$ cat config.mk
export PLATFORM = sky130hd
export DESIGN_NAME = haplotype_block_parser_unit
export DESIGN_NICKNAME = d
export VERILOG_FILES = /design/src/design/hbp_pkg.sv /design/src/design/hbp_cfg.sv /design/src/design/hbp_parser.sv /design/src/design/haplotype_block_parser_unit.sv
export SDC_FILE = /design/constraint.sdc
export NUM_CORES = 2
export LEC_CHECK = 0
export BUFFER_PORTS_ARGS = -buffer_cell sky130_fd_sc_hd__buf_2
export CAP_MARGIN = 10
export CORE_ASPECT_RATIO = 0.8
export CORE_MARGIN = 2
export CORE_UTILIZATION = 50
export CTS_CLUSTER_DIAMETER = 100
export DETAILED_ROUTE_END_ITERATION = 10
export PLACE_DENSITY = 0.7
export RECOVER_POWER = 25
export SLEW_MARGIN = 5
export SYNTH_ARGS = -nofsm -noshare
export SYNTH_HDL_FRONTEND = slang
export SYNTH_SLANG_ARGS = --single-unit
$ cat constraint.sdc
create_clock -name clk_i -period 8.25 [get_ports clk_i]
set_clock_uncertainty 0.05 [all_clocks]
set_input_delay 1.65 -clock clk_i [delete_from_list [all_inputs] [get_ports clk_i]]
set_output_delay 1.65 -clock clk_i [all_outputs]
set_load 0.02 [all_outputs]
$ cat src/design/hbp_pkg.sv
`timescale 1ns / 1ps
// ----------------------------------------------------------------------------
// hbp_pkg
// shared types and constants of the haplotype block parser
// ----------------------------------------------------------------------------
package hbp_pkg;

  // parse phase, also the kind code of the result it produces
  typedef enum logic [3:0] {
    PH_MARKER_COUNT = 4'd0,
    PH_UNIQUE_COUNT = 4'd1,
    PH_MAPPING      = 4'd2,
    PH_POSITION     = 4'd3,
    PH_ID_LEN       = 4'd4,
    PH_ID_BYTE      = 4'd5,
    PH_REF_LEN      = 4'd6,
    PH_REF_BYTE     = 4'd7,
    PH_ALT_LEN      = 4'd8,
    PH_ALT_BYTE     = 4'd9,
    PH_MATRIX       = 4'd10
  } hbp_phase_e;

  // configuration register indexes
  localparam int unsigned CfgIdxW  = 1;
  localparam int unsigned CfgDataW = 24;
  localparam logic [CfgIdxW-1:0] CFG_SAMPLE_COUNT = 1'b0;
  localparam logic [CfgIdxW-1:0] CFG_PLOIDY       = 1'b1;

  // allele codes of a matrix byte
  localparam logic [1:0] ALLELE_REF     = 2'd0;
  localparam logic [1:0] ALLELE_ALT     = 2'd1;
  localparam logic [1:0] ALLELE_MISSING = 2'd2;

  localparam logic [7:0] CHAR_ZERO = 8'h30;
  localparam logic [7:0] CHAR_ONE  = 8'h31;

  // unique count limits for 1 and 2 byte mapping entries
  localparam logic [31:0] MAP_W1_MAX = 32'h0000_0100;
  localparam logic [31:0] MAP_W2_MAX = 32'h0001_0000;

  // bytes per fixed field
  localparam logic [3:0] HEADER_BYTES = 4'd4;
  localparam logic [3:0] POS_BYTES    = 4'd8;

  typedef struct packed {
    logic                valid;
    logic [CfgIdxW-1:0]  index;
    logic [CfgDataW-1:0] data;
  } hbp_cfg_wr_t;

  typedef struct packed {
    logic [3:0]  kind;
    logic [63:0] value;
    logic [31:0] marker_index;
    logic [31:0] element_index;
    logic [1:0]  allele;
    logic        block_last;
  } hbp_result_t;

endpackage

$ cat src/design/hbp_cfg.sv
`timescale 1ns / 1ps
// ----------------------------------------------------------------------------
// hbp_cfg
// sample count and ploidy registers with registered haplotype count
// ----------------------------------------------------------------------------
module hbp_cfg (
  input  logic                clk_i,
  input  logic                rst_ni,
  input  hbp_pkg::hbp_cfg_wr_t wr_i,
  output logic [31:0]         haps_o
);

  logic [23:0] sample_q, sample_d;
  logic [7:0]  ploidy_q, ploidy_d;
  logic [31:0] haps_q, haps_d;

  always_comb begin
    sample_d = sample_q;
    ploidy_d = ploidy_q;
    haps_d   = haps_q;
    if (wr_i.valid) begin
      case (wr_i.index)
        hbp_pkg::CFG_SAMPLE_COUNT: begin
          sample_d = wr_i.data[23:0];
          haps_d   = {8'd0, wr_i.data[23:0]} * {24'd0, ploidy_q};
        end
        hbp_pkg::CFG_PLOIDY: begin
          ploidy_d = wr_i.data[7:0];
          haps_d   = {8'd0, sample_q} * {24'd0, wr_i.data[7:0]};
        end
        default: begin
          sample_d = sample_q;
        end
      endcase
    end
  end

  always_ff @(posedge clk_i or negedge rst_ni) begin
    if (!rst_ni) begin
      sample_q <= 24'd0;
      ploidy_q <= 8'd2;
      haps_q   <= 32'd0;
    end else begin
      sample_q <= sample_d;
      ploidy_q <= ploidy_d;
      haps_q   <= haps_d;
    end
  end

  assign haps_o = haps_q;

endmodule

$ cat src/design/hbp_parser.sv
`timescale 1ns / 1ps
// ----------------------------------------------------------------------------
// hbp_parser
// parse state and one-byte step logic of the block stream
// ----------------------------------------------------------------------------
module hbp_parser (
  input  logic                 clk_i,
  input  logic                 rst_ni,
  input  logic                 step_i,
  input  logic [7:0]           byte_i,
  input  logic [31:0]          haps_i,
  output logic                 emit_o,
  output hbp_pkg::hbp_result_t result_o
);

  hbp_pkg::hbp_phase_e phase_q, phase_d;
  logic [2:0]  bif_q, bif_d;
  logic [63:0] asm_q, asm_d;
  logic [31:0] mtot_q, mtot_d;
  logic [31:0] utot_q, utot_d;
  logic [2:0]  mapw_q, mapw_d;
  logic [31:0] mcnt_q, mcnt_d;
  logic [31:0] ecnt_q, ecnt_d;
  logic [7:0]  srem_q, srem_d;

  logic [63:0] asm_next;
  logic [3:0]  need;
  logic        partial;
  logic [31:0] ecnt_inc;
  logic [31:0] mcnt_inc;
  logic [7:0]  srem_dec;
  logic        enter_mark;
  logic        enter_mat;
  logic        end_mark;
  logic        restart;

  assign asm_next = {asm_q[55:0], byte_i};
  assign ecnt_inc = ecnt_q + 32'd1;
  assign mcnt_inc = mcnt_q + 32'd1;
  assign srem_dec = srem_q - 8'd1;

  always_comb begin
    case (phase_q)
      hbp_pkg::PH_MARKER_COUNT, hbp_pkg::PH_UNIQUE_COUNT: need = hbp_pkg::HEADER_BYTES;
      hbp_pkg::PH_MAPPING:  need = {1'b0, mapw_q};
      hbp_pkg::PH_POSITION: need = hbp_pkg::POS_BYTES;
      default:              need = 4'd0;
    endcase
    partial = (need != 4'd0) && (({1'b0, bif_q} + 4'd1) < need);
  end

  always_comb begin
    phase_d = phase_q;
    bif_d   = bif_q;
    asm_d   = asm_q;
    mtot_d  = mtot_q;
    utot_d  = utot_q;
    mapw_d  = mapw_q;
    mcnt_d  = mcnt_q;
    ecnt_d  = ecnt_q;
    srem_d  = srem_q;

    emit_o                 = 1'b0;
    result_o.kind          = phase_q;
    result_o.value         = {56'd0, byte_i};
    result_o.marker_index  = mcnt_q;
    result_o.element_index = 32'd0;
    result_o.allele        = hbp_pkg::ALLELE_REF;
    result_o.block_last    = 1'b0;

    enter_mark = 1'b0;
    enter_mat  = 1'b0;
    end_mark   = 1'b0;
    restart    = 1'b0;

    if (step_i) begin
      if (partial) begin
        // field still collecting bytes
        asm_d = asm_next;
        bif_d = bif_q + 3'd1;
      end else begin
        if (need != 4'd0) begin
          bif_d          = 3'd0;
          asm_d          = 64'd0;
          result_o.value = asm_next;
        end
        emit_o = 1'b1;
        case (phase_q)
          hbp_pkg::PH_MARKER_COUNT: begin
            result_o.marker_index = 32'd0;
            mtot_d  = asm_next[31:0];
            phase_d = hbp_pkg::PH_UNIQUE_COUNT;
          end
          hbp_pkg::PH_UNIQUE_COUNT: begin
            result_o.marker_index = 32'd0;
            utot_d = asm_next[31:0];
            if (asm_next[31:0] <= hbp_pkg::MAP_W1_MAX) begin
              mapw_d = 3'd1;
            end else if (asm_next[31:0] <= hbp_pkg::MAP_W2_MAX) begin
              mapw_d = 3'd2;
            end else begin
              mapw_d = 3'd4;
            end
            ecnt_d = 32'd0;
            if (haps_i != 32'd0) begin
              phase_d = hbp_pkg::PH_MAPPING;
            end else begin
              enter_mark = 1'b1;
            end
          end
          hbp_pkg::PH_MAPPING: begin
            result_o.marker_index  = 32'd0;
            result_o.element_index = ecnt_q;
            ecnt_d = ecnt_inc;
            if (ecnt_inc >= haps_i) begin
              enter_mark = 1'b1;
            end
          end
          hbp_pkg::PH_POSITION: begin
            phase_d = hbp_pkg::PH_ID_LEN;
          end
          hbp_pkg::PH_ID_LEN, hbp_pkg::PH_REF_LEN, hbp_pkg::PH_ALT_LEN: begin
            srem_d = byte_i;
            ecnt_d = 32'd0;
            if (byte_i != 8'd0) begin
              phase_d = hbp_pkg::hbp_phase_e'(phase_q + 4'd1);
            end else if (phase_q == hbp_pkg::PH_ALT_LEN) begin
              enter_mat = 1'b1;
            end else begin
              phase_d = hbp_pkg::hbp_phase_e'(phase_q + 4'd2);
            end
          end
          hbp_pkg::PH_ID_BYTE, hbp_pkg::PH_REF_BYTE, hbp_pkg::PH_ALT_BYTE: begin
            result_o.element_index = ecnt_q;
            ecnt_d = ecnt_inc;
            srem_d = srem_dec;
            if (srem_dec == 8'd0) begin
              if (phase_q == hbp_pkg::PH_ALT_BYTE) begin
                enter_mat = 1'b1;
              end else begin
                phase_d = hbp_pkg::hbp_phase_e'(phase_q + 4'd1);
              end
            end
          end
          hbp_pkg::PH_MATRIX: begin
            result_o.element_index = ecnt_q;
            if (byte_i == hbp_pkg::CHAR_ZERO) begin
              result_o.allele = hbp_pkg::ALLELE_REF;
            end else if (byte_i == hbp_pkg::CHAR_ONE) begin
              result_o.allele = hbp_pkg::ALLELE_ALT;
            end else begin
              result_o.allele = hbp_pkg::ALLELE_MISSING;
            end
            ecnt_d = ecnt_inc;
            if (ecnt_inc >= utot_q) begin
              end_mark = 1'b1;
            end
          end
          default: begin
            // unreachable phase: start over silently
            emit_o  = 1'b0;
            restart = 1'b1;
          end
        endcase
      end
    end

    // matrix entry, may close the marker at once
    if (enter_mat) begin
      ecnt_d = 32'd0;
      if (utot_q == 32'd0) begin
        end_mark = 1'b1;
      end else begin
        phase_d = hbp_pkg::PH_MATRIX;
      end
    end

    if (end_mark) begin
      if (mcnt_inc >= mtot_q) begin
        restart             = 1'b1;
        result_o.block_last = 1'b1;
      end else begin
        mcnt_d  = mcnt_inc;
        phase_d = hbp_pkg::PH_POSITION;
      end
    end

    if (enter_mark) begin
      mcnt_d = 32'd0;
      if (mtot_q == 32'd0) begin
        restart             = 1'b1;
        result_o.block_last = 1'b1;
      end else begin
        phase_d = hbp_pkg::PH_POSITION;
      end
    end

    if (restart) begin
      phase_d = hbp_pkg::PH_MARKER_COUNT;
      bif_d   = 3'd0;
      asm_d   = 64'd0;
      mcnt_d  = 32'd0;
      ecnt_d  = 32'd0;
      srem_d  = 8'd0;
    end
  end

  always_ff @(posedge clk_i or negedge rst_ni) begin
    if (!rst_ni) begin
      phase_q <= hbp_pkg::PH_MARKER_COUNT;
      bif_q   <= 3'd0;
      asm_q   <= 64'd0;
      mtot_q  <= 32'd0;
      utot_q  <= 32'd0;
      mapw_q  <= 3'd1;
      mcnt_q  <= 32'd0;
      ecnt_q  <= 32'd0;
      srem_q  <= 8'd0;
    end else begin
      phase_q <= phase_d;
      bif_q   <= bif_d;
      asm_q   <= asm_d;
      mtot_q  <= mtot_d;
      utot_q  <= utot_d;
      mapw_q  <= mapw_d;
      mcnt_q  <= mcnt_d;
      ecnt_q  <= ecnt_d;
      srem_q  <= srem_d;
    end
  end

endmodule

$ cat src/design/haplotype_block_parser_unit.sv
`timescale 1ns / 1ps
// ----------------------------------------------------------------------------
// haplotype_block_parser_unit
// byte-wide parser of a compressed haplotype block stream, one field per item
// ----------------------------------------------------------------------------
//
// channel  direction  handshake                  payload
// -------  ---------  -------------------------  ---------------------------------
// in       input      in_valid_i / in_ready_o    data_byte_i
// out      output     out_valid_o / out_ready_i  kind, value, marker/element index,
//                                                allele, block_last
// cfg      input      cfg_valid_i / cfg_ready_o  cfg_index_i, cfg_data_i
//
// one byte per clock sustained while the output is not stalled; an accepted byte
// waits in the input register until the parser step takes it, and a completed
// field goes on into the result register; a byte yields at most one result
// cfg writes always complete; the haplotype count product is registered at
// write time, so items may follow the write on the next cycle
// reset clears all parse state, ploidy to 2, sample count to 0
// output stall backs up through the input register; no item is dropped
//
module haplotype_block_parser_unit (
  input  logic                         clk_i,
  input  logic                         rst_ni,
  // input byte channel
  input  logic                         in_valid_i,
  output logic                         in_ready_o,
  input  logic [7:0]                   data_byte_i,
  // result channel
  output logic                         out_valid_o,
  input  logic                         out_ready_i,
  output logic [3:0]                   kind_o,
  output logic [63:0]                  value_o,
  output logic [31:0]                  marker_index_o,
  output logic [31:0]                  element_index_o,
  output logic [1:0]                   allele_o,
  output logic                         block_last_o,
  // configuration write channel
  input  logic                         cfg_valid_i,
  output logic                         cfg_ready_o,
  input  logic [hbp_pkg::CfgIdxW-1:0]  cfg_index_i,
  input  logic [hbp_pkg::CfgDataW-1:0] cfg_data_i
);

  hbp_pkg::hbp_cfg_wr_t cfg_wr;
  logic [31:0]          haps;

  // input register
  logic       in_valid_q, in_valid_d;
  logic [7:0] in_byte_q, in_byte_d;
  logic       step;

  // result register
  logic                 out_valid_q, out_valid_d;
  hbp_pkg::hbp_result_t res_q, res_d;
  hbp_pkg::hbp_result_t step_res;
  logic                 step_emit;

  // config writes are never stalled
  assign cfg_ready_o  = 1'b1;
  assign cfg_wr.valid = cfg_valid_i;
  assign cfg_wr.index = cfg_index_i;
  assign cfg_wr.data  = cfg_data_i;

  hbp_cfg u_cfg (
    .clk_i  (clk_i),
    .rst_ni (rst_ni),
    .wr_i   (cfg_wr),
    .haps_o (haps)
  );

  // the held byte moves on whenever the result slot is free or draining
  assign step       = in_valid_q && (!out_valid_q || out_ready_i);
  assign in_ready_o = !in_valid_q || step;

  always_comb begin
    in_valid_d = in_valid_q;
    in_byte_d  = in_byte_q;
    if (in_valid_i && in_ready_o) begin
      in_valid_d = 1'b1;
      in_byte_d  = data_byte_i;
    end else if (step) begin
      in_valid_d = 1'b0;
    end
  end

  hbp_parser u_parser (
    .clk_i    (clk_i),
    .rst_ni   (rst_ni),
    .step_i   (step),
    .byte_i   (in_byte_q),
    .haps_i   (haps),
    .emit_o   (step_emit),
    .result_o (step_res)
  );

  // result register loads on emit, empties when taken
  always_comb begin
    out_valid_d = out_valid_q;
    res_d       = res_q;
    if (step && step_emit) begin
      out_valid_d = 1'b1;
      res_d       = step_res;
    end else if (out_ready_i) begin
      out_valid_d = 1'b0;
    end
  end

  always_ff @(posedge clk_i or negedge rst_ni) begin
    if (!rst_ni) begin
      in_valid_q  <= 1'b0;
      out_valid_q <= 1'b0;
    end else begin
      in_valid_q  <= in_valid_d;
      out_valid_q <= out_valid_d;
    end
  end

  // payload registers, no reset needed
  always_ff @(posedge clk_i) begin
    in_byte_q <= in_byte_d;
    res_q     <= res_d;
  end

  assign out_valid_o     = out_valid_q;
  assign kind_o          = res_q.kind;
  assign value_o         = res_q.value;
  assign marker_index_o  = res_q.marker_index;
  assign element_index_o = res_q.element_index;
  assign allele_o        = res_q.allele;
  assign block_last_o    = res_q.block_last;

`ifndef ASSERT_OFF
  // a held byte is not lost or altered while the result side stalls
  a_in_hold: assert property (@(posedge clk_i) disable iff (!rst_ni)
    in_valid_q && !step |=> in_valid_q && $stable(in_byte_q))
    else $error("input byte lost during stall");

  // a block can only end on the unique count, mapping, alt length, last alt byte or matrix
  a_last_kind: assert property (@(posedge clk_i) disable iff (!rst_ni)
    out_valid_o && block_last_o |->
      kind_o != 4'(hbp_pkg::PH_MARKER_COUNT) && kind_o != 4'(hbp_pkg::PH_POSITION) &&
      kind_o != 4'(hbp_pkg::PH_ID_BYTE) && kind_o != 4'(hbp_pkg::PH_REF_BYTE))
    else $error("block end flagged on impossible kind");

  // only matrix results carry an allele code
  a_allele_kind: assert property (@(posedge clk_i) disable iff (!rst_ni)
    out_valid_o && allele_o != hbp_pkg::ALLELE_REF |->
      kind_o == 4'(hbp_pkg::PH_MATRIX) && allele_o != 2'd3)
    else $error("allele on non-matrix result");

  // header and mapping results sit outside any marker
  a_header_marker: assert property (@(posedge clk_i) disable iff (!rst_ni)
    out_valid_o && (kind_o == 4'(hbp_pkg::PH_MARKER_COUNT) ||
      kind_o == 4'(hbp_pkg::PH_UNIQUE_COUNT) || kind_o == 4'(hbp_pkg::PH_MAPPING)) |->
      marker_index_o == 32'd0)
    else $error("header result with nonzero marker index");
`endif

endmodule

==> out/summary.md <==
Cells with a size suffix above 1 make up 11.8% of the layout. Largest area contributor in the synthesized netlist: sky130_fd_sc_hd__dfrtp_1. The library cells used most frequently in the layout, excluding fill and tap cells, are sky130_fd_sc_hd__nand2_1 (381), sky130_fd_sc_hd__inv_1 (377), sky130_fd_sc_hd__and2_1 (280). The synthesized area divided by synthesized cell count was 9.90 um2; the routed metal-1 wire length was 37.5 mm. Number of antenna violations at the first check in global routing: 3.

Timing would allow up to 148 MHz. After detailed routing, the number of remaining DRC violations is 0. Dividing the detail-routed wire length by the instance count gives 18.9 um. TritonCTS built the clock tree. Setup repair after global routing left no endpoint under its margin. The clock transition at the registers of the reported paths was 0.06 ns; the total length of routed met2 wires was 34.2 mm.

The final reports fail on max-capacitance violations, max-slew violations. At the worst endpoint, the required time is 8.56 ns. Row generation in the floorplan step produced 83 rows.

Root buffer selected by CTS: sky130_fd_sc_hd__clkbuf_16. The leakage power came out at 16.8 nW. The period utilization was 81.9%; the clock latency reported for the late side of the worst-skew pair was 0.60 ns. The tools report the total number of vias as 23800. The first global-routing pass estimated 130 mm of wire. By area the synthesized netlist is led by sky130_fd_sc_hd__dfrtp_1 (21%), sky130_fd_sc_hd__fa_1 (16%), sky130_fd_sc_hd__edfxtp_1 (13%). The run gives 11000 um2 as the sequential cell area. The final global-route overflow total was 0; the quantity of I/O buffers inserted on ports was 174. Counting tap cells, the placed design contains a total of 4112 instances. The tools report the final layout net count as 3825. The number of nets handed over by synthesis was 3752. The tightest min-delay check is of the reg2reg type. Synthesis produced 3237 cells. Across every metal layer, demand over resource in global routing totals 24.7%. For the worst setup path, the data arrival time is 7.07 ns.

Entering global routing, the biggest net connects 120 pins. The top cell type's share of synthesized area was 20.8%; the weighted congestion reported at the end of routability-driven placement was 0.897. STA classifies the critical path endpoint as a flip-flop. Max-cap violations in this run came to 2.

The multi-input logic area is 19000 um2, and the setup TNS is 0 ns. The clock net sink count is 411, and the number of cells upsized or downsized after cts is 0. The tools report the number of global-route vias before repair as 23600. The final max-slew violation count is 130, and the post-synthesis instance area is 32100 um2.

Excluding fillers, the count of instances in the completed layout stands at 4198. Dividing total power by cell area gives a power density of 425 nW/um2. For the clock buffer count from CTS, the log shows 46.

The tools report the number of H-tree levels as 2. The total number of yosys warnings was 0. Measured along the x axis, the die boundary spans 287 um. The slew at the pin closest to its max-slew limit came out at 5.12 ns. The main flop type after synthesis was sky130_fd_sc_hd__dfrtp_1.

The tools report the first-pass detailed-route iteration total as 5. In this run the standard cell core region covers 63800 um2. The number of hold violations in the final report came out at 0.

The area of the die is 66200 um2. After filler insertion, the fill cell instance count of the layout stands at 5697. The final layout contains routed wiring with a total length of 79.5 mm. The run finished, with violations left. Wire segments on met3 add up to 6.03 mm in the final route.

In this run, synthesis inferred 143 flip-flops with an integrated enable. Instance count along the most critical hold path: 2. Count of different cell masters after synthesis: 79. The sequential area share after synthesis is 34.3%, and the antenna violation net count after detailed routing is 0.

176 I/O pins were placed. The HPWL after detailed placement is 57.9 mm, and the antenna diode count is 0. The starting density of the core is 50.3%, and the quantity of hold-fixing buffers added after cts is 0.

Dividing the detail-routed via count by the number of cells gives 5.67. The run gives 3 as the maximum buffer depth of the clock tree. The detailed router used layers up to and including met5. After the first detailed-routing iteration, the DRC count stood at 1851.

The area growth from synthesis to layout works out to 9.48%. Class of the most critical setup path: in2reg. The clock period minus worst slack was 6.76 ns. The worst register-to-register path has a setup slack of 2.19 ns.

The number of storage elements in the synthesis netlist is 411. The number of setup violations in the final report is 0. The remaining max-slew budget at the tightest pin was -242%. The tools report the total setup buffers inserted after CTS as 0.

The library cell used most frequently in the layout, excluding fill and tap cells, is sky130_fd_sc_hd__nand2_1. The maximum resistive drop on vdd was 0.288 mV; the number of cell instances on the worst register-to-register path was 17. Counting flops with an async set or reset pin after synthesis yields a share of 65.2%. Of all nets on the critical path, the largest fanout is 34. Kind of launch point of the worst setup path: an input pin. The die extent in y is 230 um.
[cell usage after synthesis, types with 8 or more instances]
master	number
sky130_fd_sc_hd__nor3b_1	8
sky130_fd_sc_hd__a22o_1	67
sky130_fd_sc_hd__o21bai_1	14
sky130_fd_sc_hd__mux2_2	99
sky130_fd_sc_hd__nand2_1	381
sky130_fd_sc_hd__buf_2	14
sky130_fd_sc_hd__a21o_1	44
sky130_fd_sc_hd__xnor2_1	62
sky130_fd_sc_hd__edfxtp_1	143
sky130_fd_sc_hd__and3_1	31
sky130_fd_sc_hd__nor4_1	34
sky130_fd_sc_hd__or4_1	8
sky130_fd_sc_hd__inv_1	377
sky130_fd_sc_hd__o211ai_1	14
sky130_fd_sc_hd__nand2b_1	31
sky130_fd_sc_hd__o21a_1	10
sky130_fd_sc_hd__o22ai_1	9
sky130_fd_sc_hd__ha_1	213
sky130_fd_sc_hd__a21oi_1	118
sky130_fd_sc_hd__buf_1	38
sky130_fd_sc_hd__o31ai_1	10
sky130_fd_sc_hd__nand3_1	68
sky130_fd_sc_hd__dfrtp_1	266
sky130_fd_sc_hd__fa_1	264
sky130_fd_sc_hd__clkbuf_1	116
sky130_fd_sc_hd__nand4_1	33
sky130_fd_sc_hd__a211oi_1	11
sky130_fd_sc_hd__a31oi_1	26
sky130_fd_sc_hd__nor3_1	34
sky130_fd_sc_hd__and2_1	282
sky130_fd_sc_hd__nor2b_1	16
sky130_fd_sc_hd__mux2i_1	12
sky130_fd_sc_hd__o21ai_0	97
sky130_fd_sc_hd__xor2_1	45
sky130_fd_sc_hd__nor2_1	119
sky130_fd_sc_hd__or3_1	14
[flip-flops by register name (all words and copies together) (netlist names), 2 cells and up]
name,flops
allele_o,2
element_index_o,32
in_byte_q,8
kind_o,4
marker_index_o,32
u_cfg.haps_o,32
u_cfg.ploidy_q,8
u_cfg.sample_q,24
u_parser.asm_q,56
u_parser.bif_q,3
u_parser.ecnt_q,32
u_parser.mapw_q,3
u_parser.mcnt_q,32
u_parser.mtot_q,32
u_parser.phase_q,4
u_parser.srem_q,8
u_parser.utot_q,32
value_o,64
[layout make-up]
cell class	instances	area share (%)
Timing Repair Buffer	194	2.96
Multi-Input combinational cell	2280	54.2
Clock inverter	29	0.959
Clock buffer	57	3.48
Tap cell	850	3.03
Inverter	377	4.03
Sequential cell	411	31.3
[cell families (layout without fill, tap and decap cells)]
kind of cell	count (synthesis)	count (layout)	synth area share (%)
and+or+nand+nor	1091	1091	17.3
buffers and inverters	546	657	6.46
AOI/OAI and AO/OA	493	493	10.4
adders and majority gates	477	477	24.8
DFF	411	411	34.3
muxes	111	111	3.85
xor gates and xnor gates	107	107	2.92
other	1	1	0.0117
[layer usage]
| layer | up-vias | GRT usage [%] |
|---|---|---|
| met1 | 11900 | 37.8 |
| met3 | 110 | 4.81 |
| met5 | - | 1.32 |
| met2 | 775 | 36.1 |
| met4 | 4 | 5.32 |
| li1 | 11000 | - |
[report_power, final]
group          internal (mW)  switching, mW
registers               2.83          0.527
logic                   3.63           5.83
clock network           1.23          0.891
total                   7.69           7.24
[stage by stage]
stage                     power [mW]  area, um2  utilization (%)  hold slack, ns  setup slack (ns)
after floorplan                 10.1      32100                -           0.386              1.65
after global placement          12.6      33600             52.6           0.415              1.02
after detailed placement        12.7      33600             52.6           0.421             0.962
after CTS                       14.9      35100             55.1           0.433              1.61
after global routing            16.2      35100             55.0           0.464              1.10
final                           14.9      35100             55.0           0.439              1.49
[worst paths after layout]
path,start,endpoint
worst min-delay path,u_parser.ecnt_q[13],u_parser.ecnt_q[13]
min in group asynchronous,rst_ni,u_cfg.ploidy_q[7]
worst max-delay path,cfg_data_i[6],u_cfg.haps_o[30]
worst max register to register,u_cfg.ploidy_q[7],u_cfg.haps_o[31]
worst min register to register,u_parser.ecnt_q[13],u_parser.ecnt_q[13]
max in group asynchronous,rst_ni,u_parser.srem_q[6]
[critical path, cell delays in order]
cell	delay [ns]
sky130_fd_sc_hd__buf_2	0.55
sky130_fd_sc_hd__nand2_1	0.16
sky130_fd_sc_hd__fa_1	0.53
sky130_fd_sc_hd__inv_1	0.05
sky130_fd_sc_hd__fa_1	0.50
sky130_fd_sc_hd__fa_1	0.52
sky130_fd_sc_hd__fa_1	0.49
sky130_fd_sc_hd__ha_1	0.36
sky130_fd_sc_hd__a21oi_1	0.17
sky130_fd_sc_hd__o21ai_0	0.18
sky130_fd_sc_hd__a2111oi_0	0.44
sky130_fd_sc_hd__nor2_1	0.09
sky130_fd_sc_hd__a41oi_1	0.45
sky130_fd_sc_hd__o31ai_1	0.27
sky130_fd_sc_hd__a221oi_1	0.37
sky130_fd_sc_hd__xor2_1	0.18
sky130_fd_sc_hd__a311oi_1	0.10
Note: power is estimated with default switching activity, not from simulation.
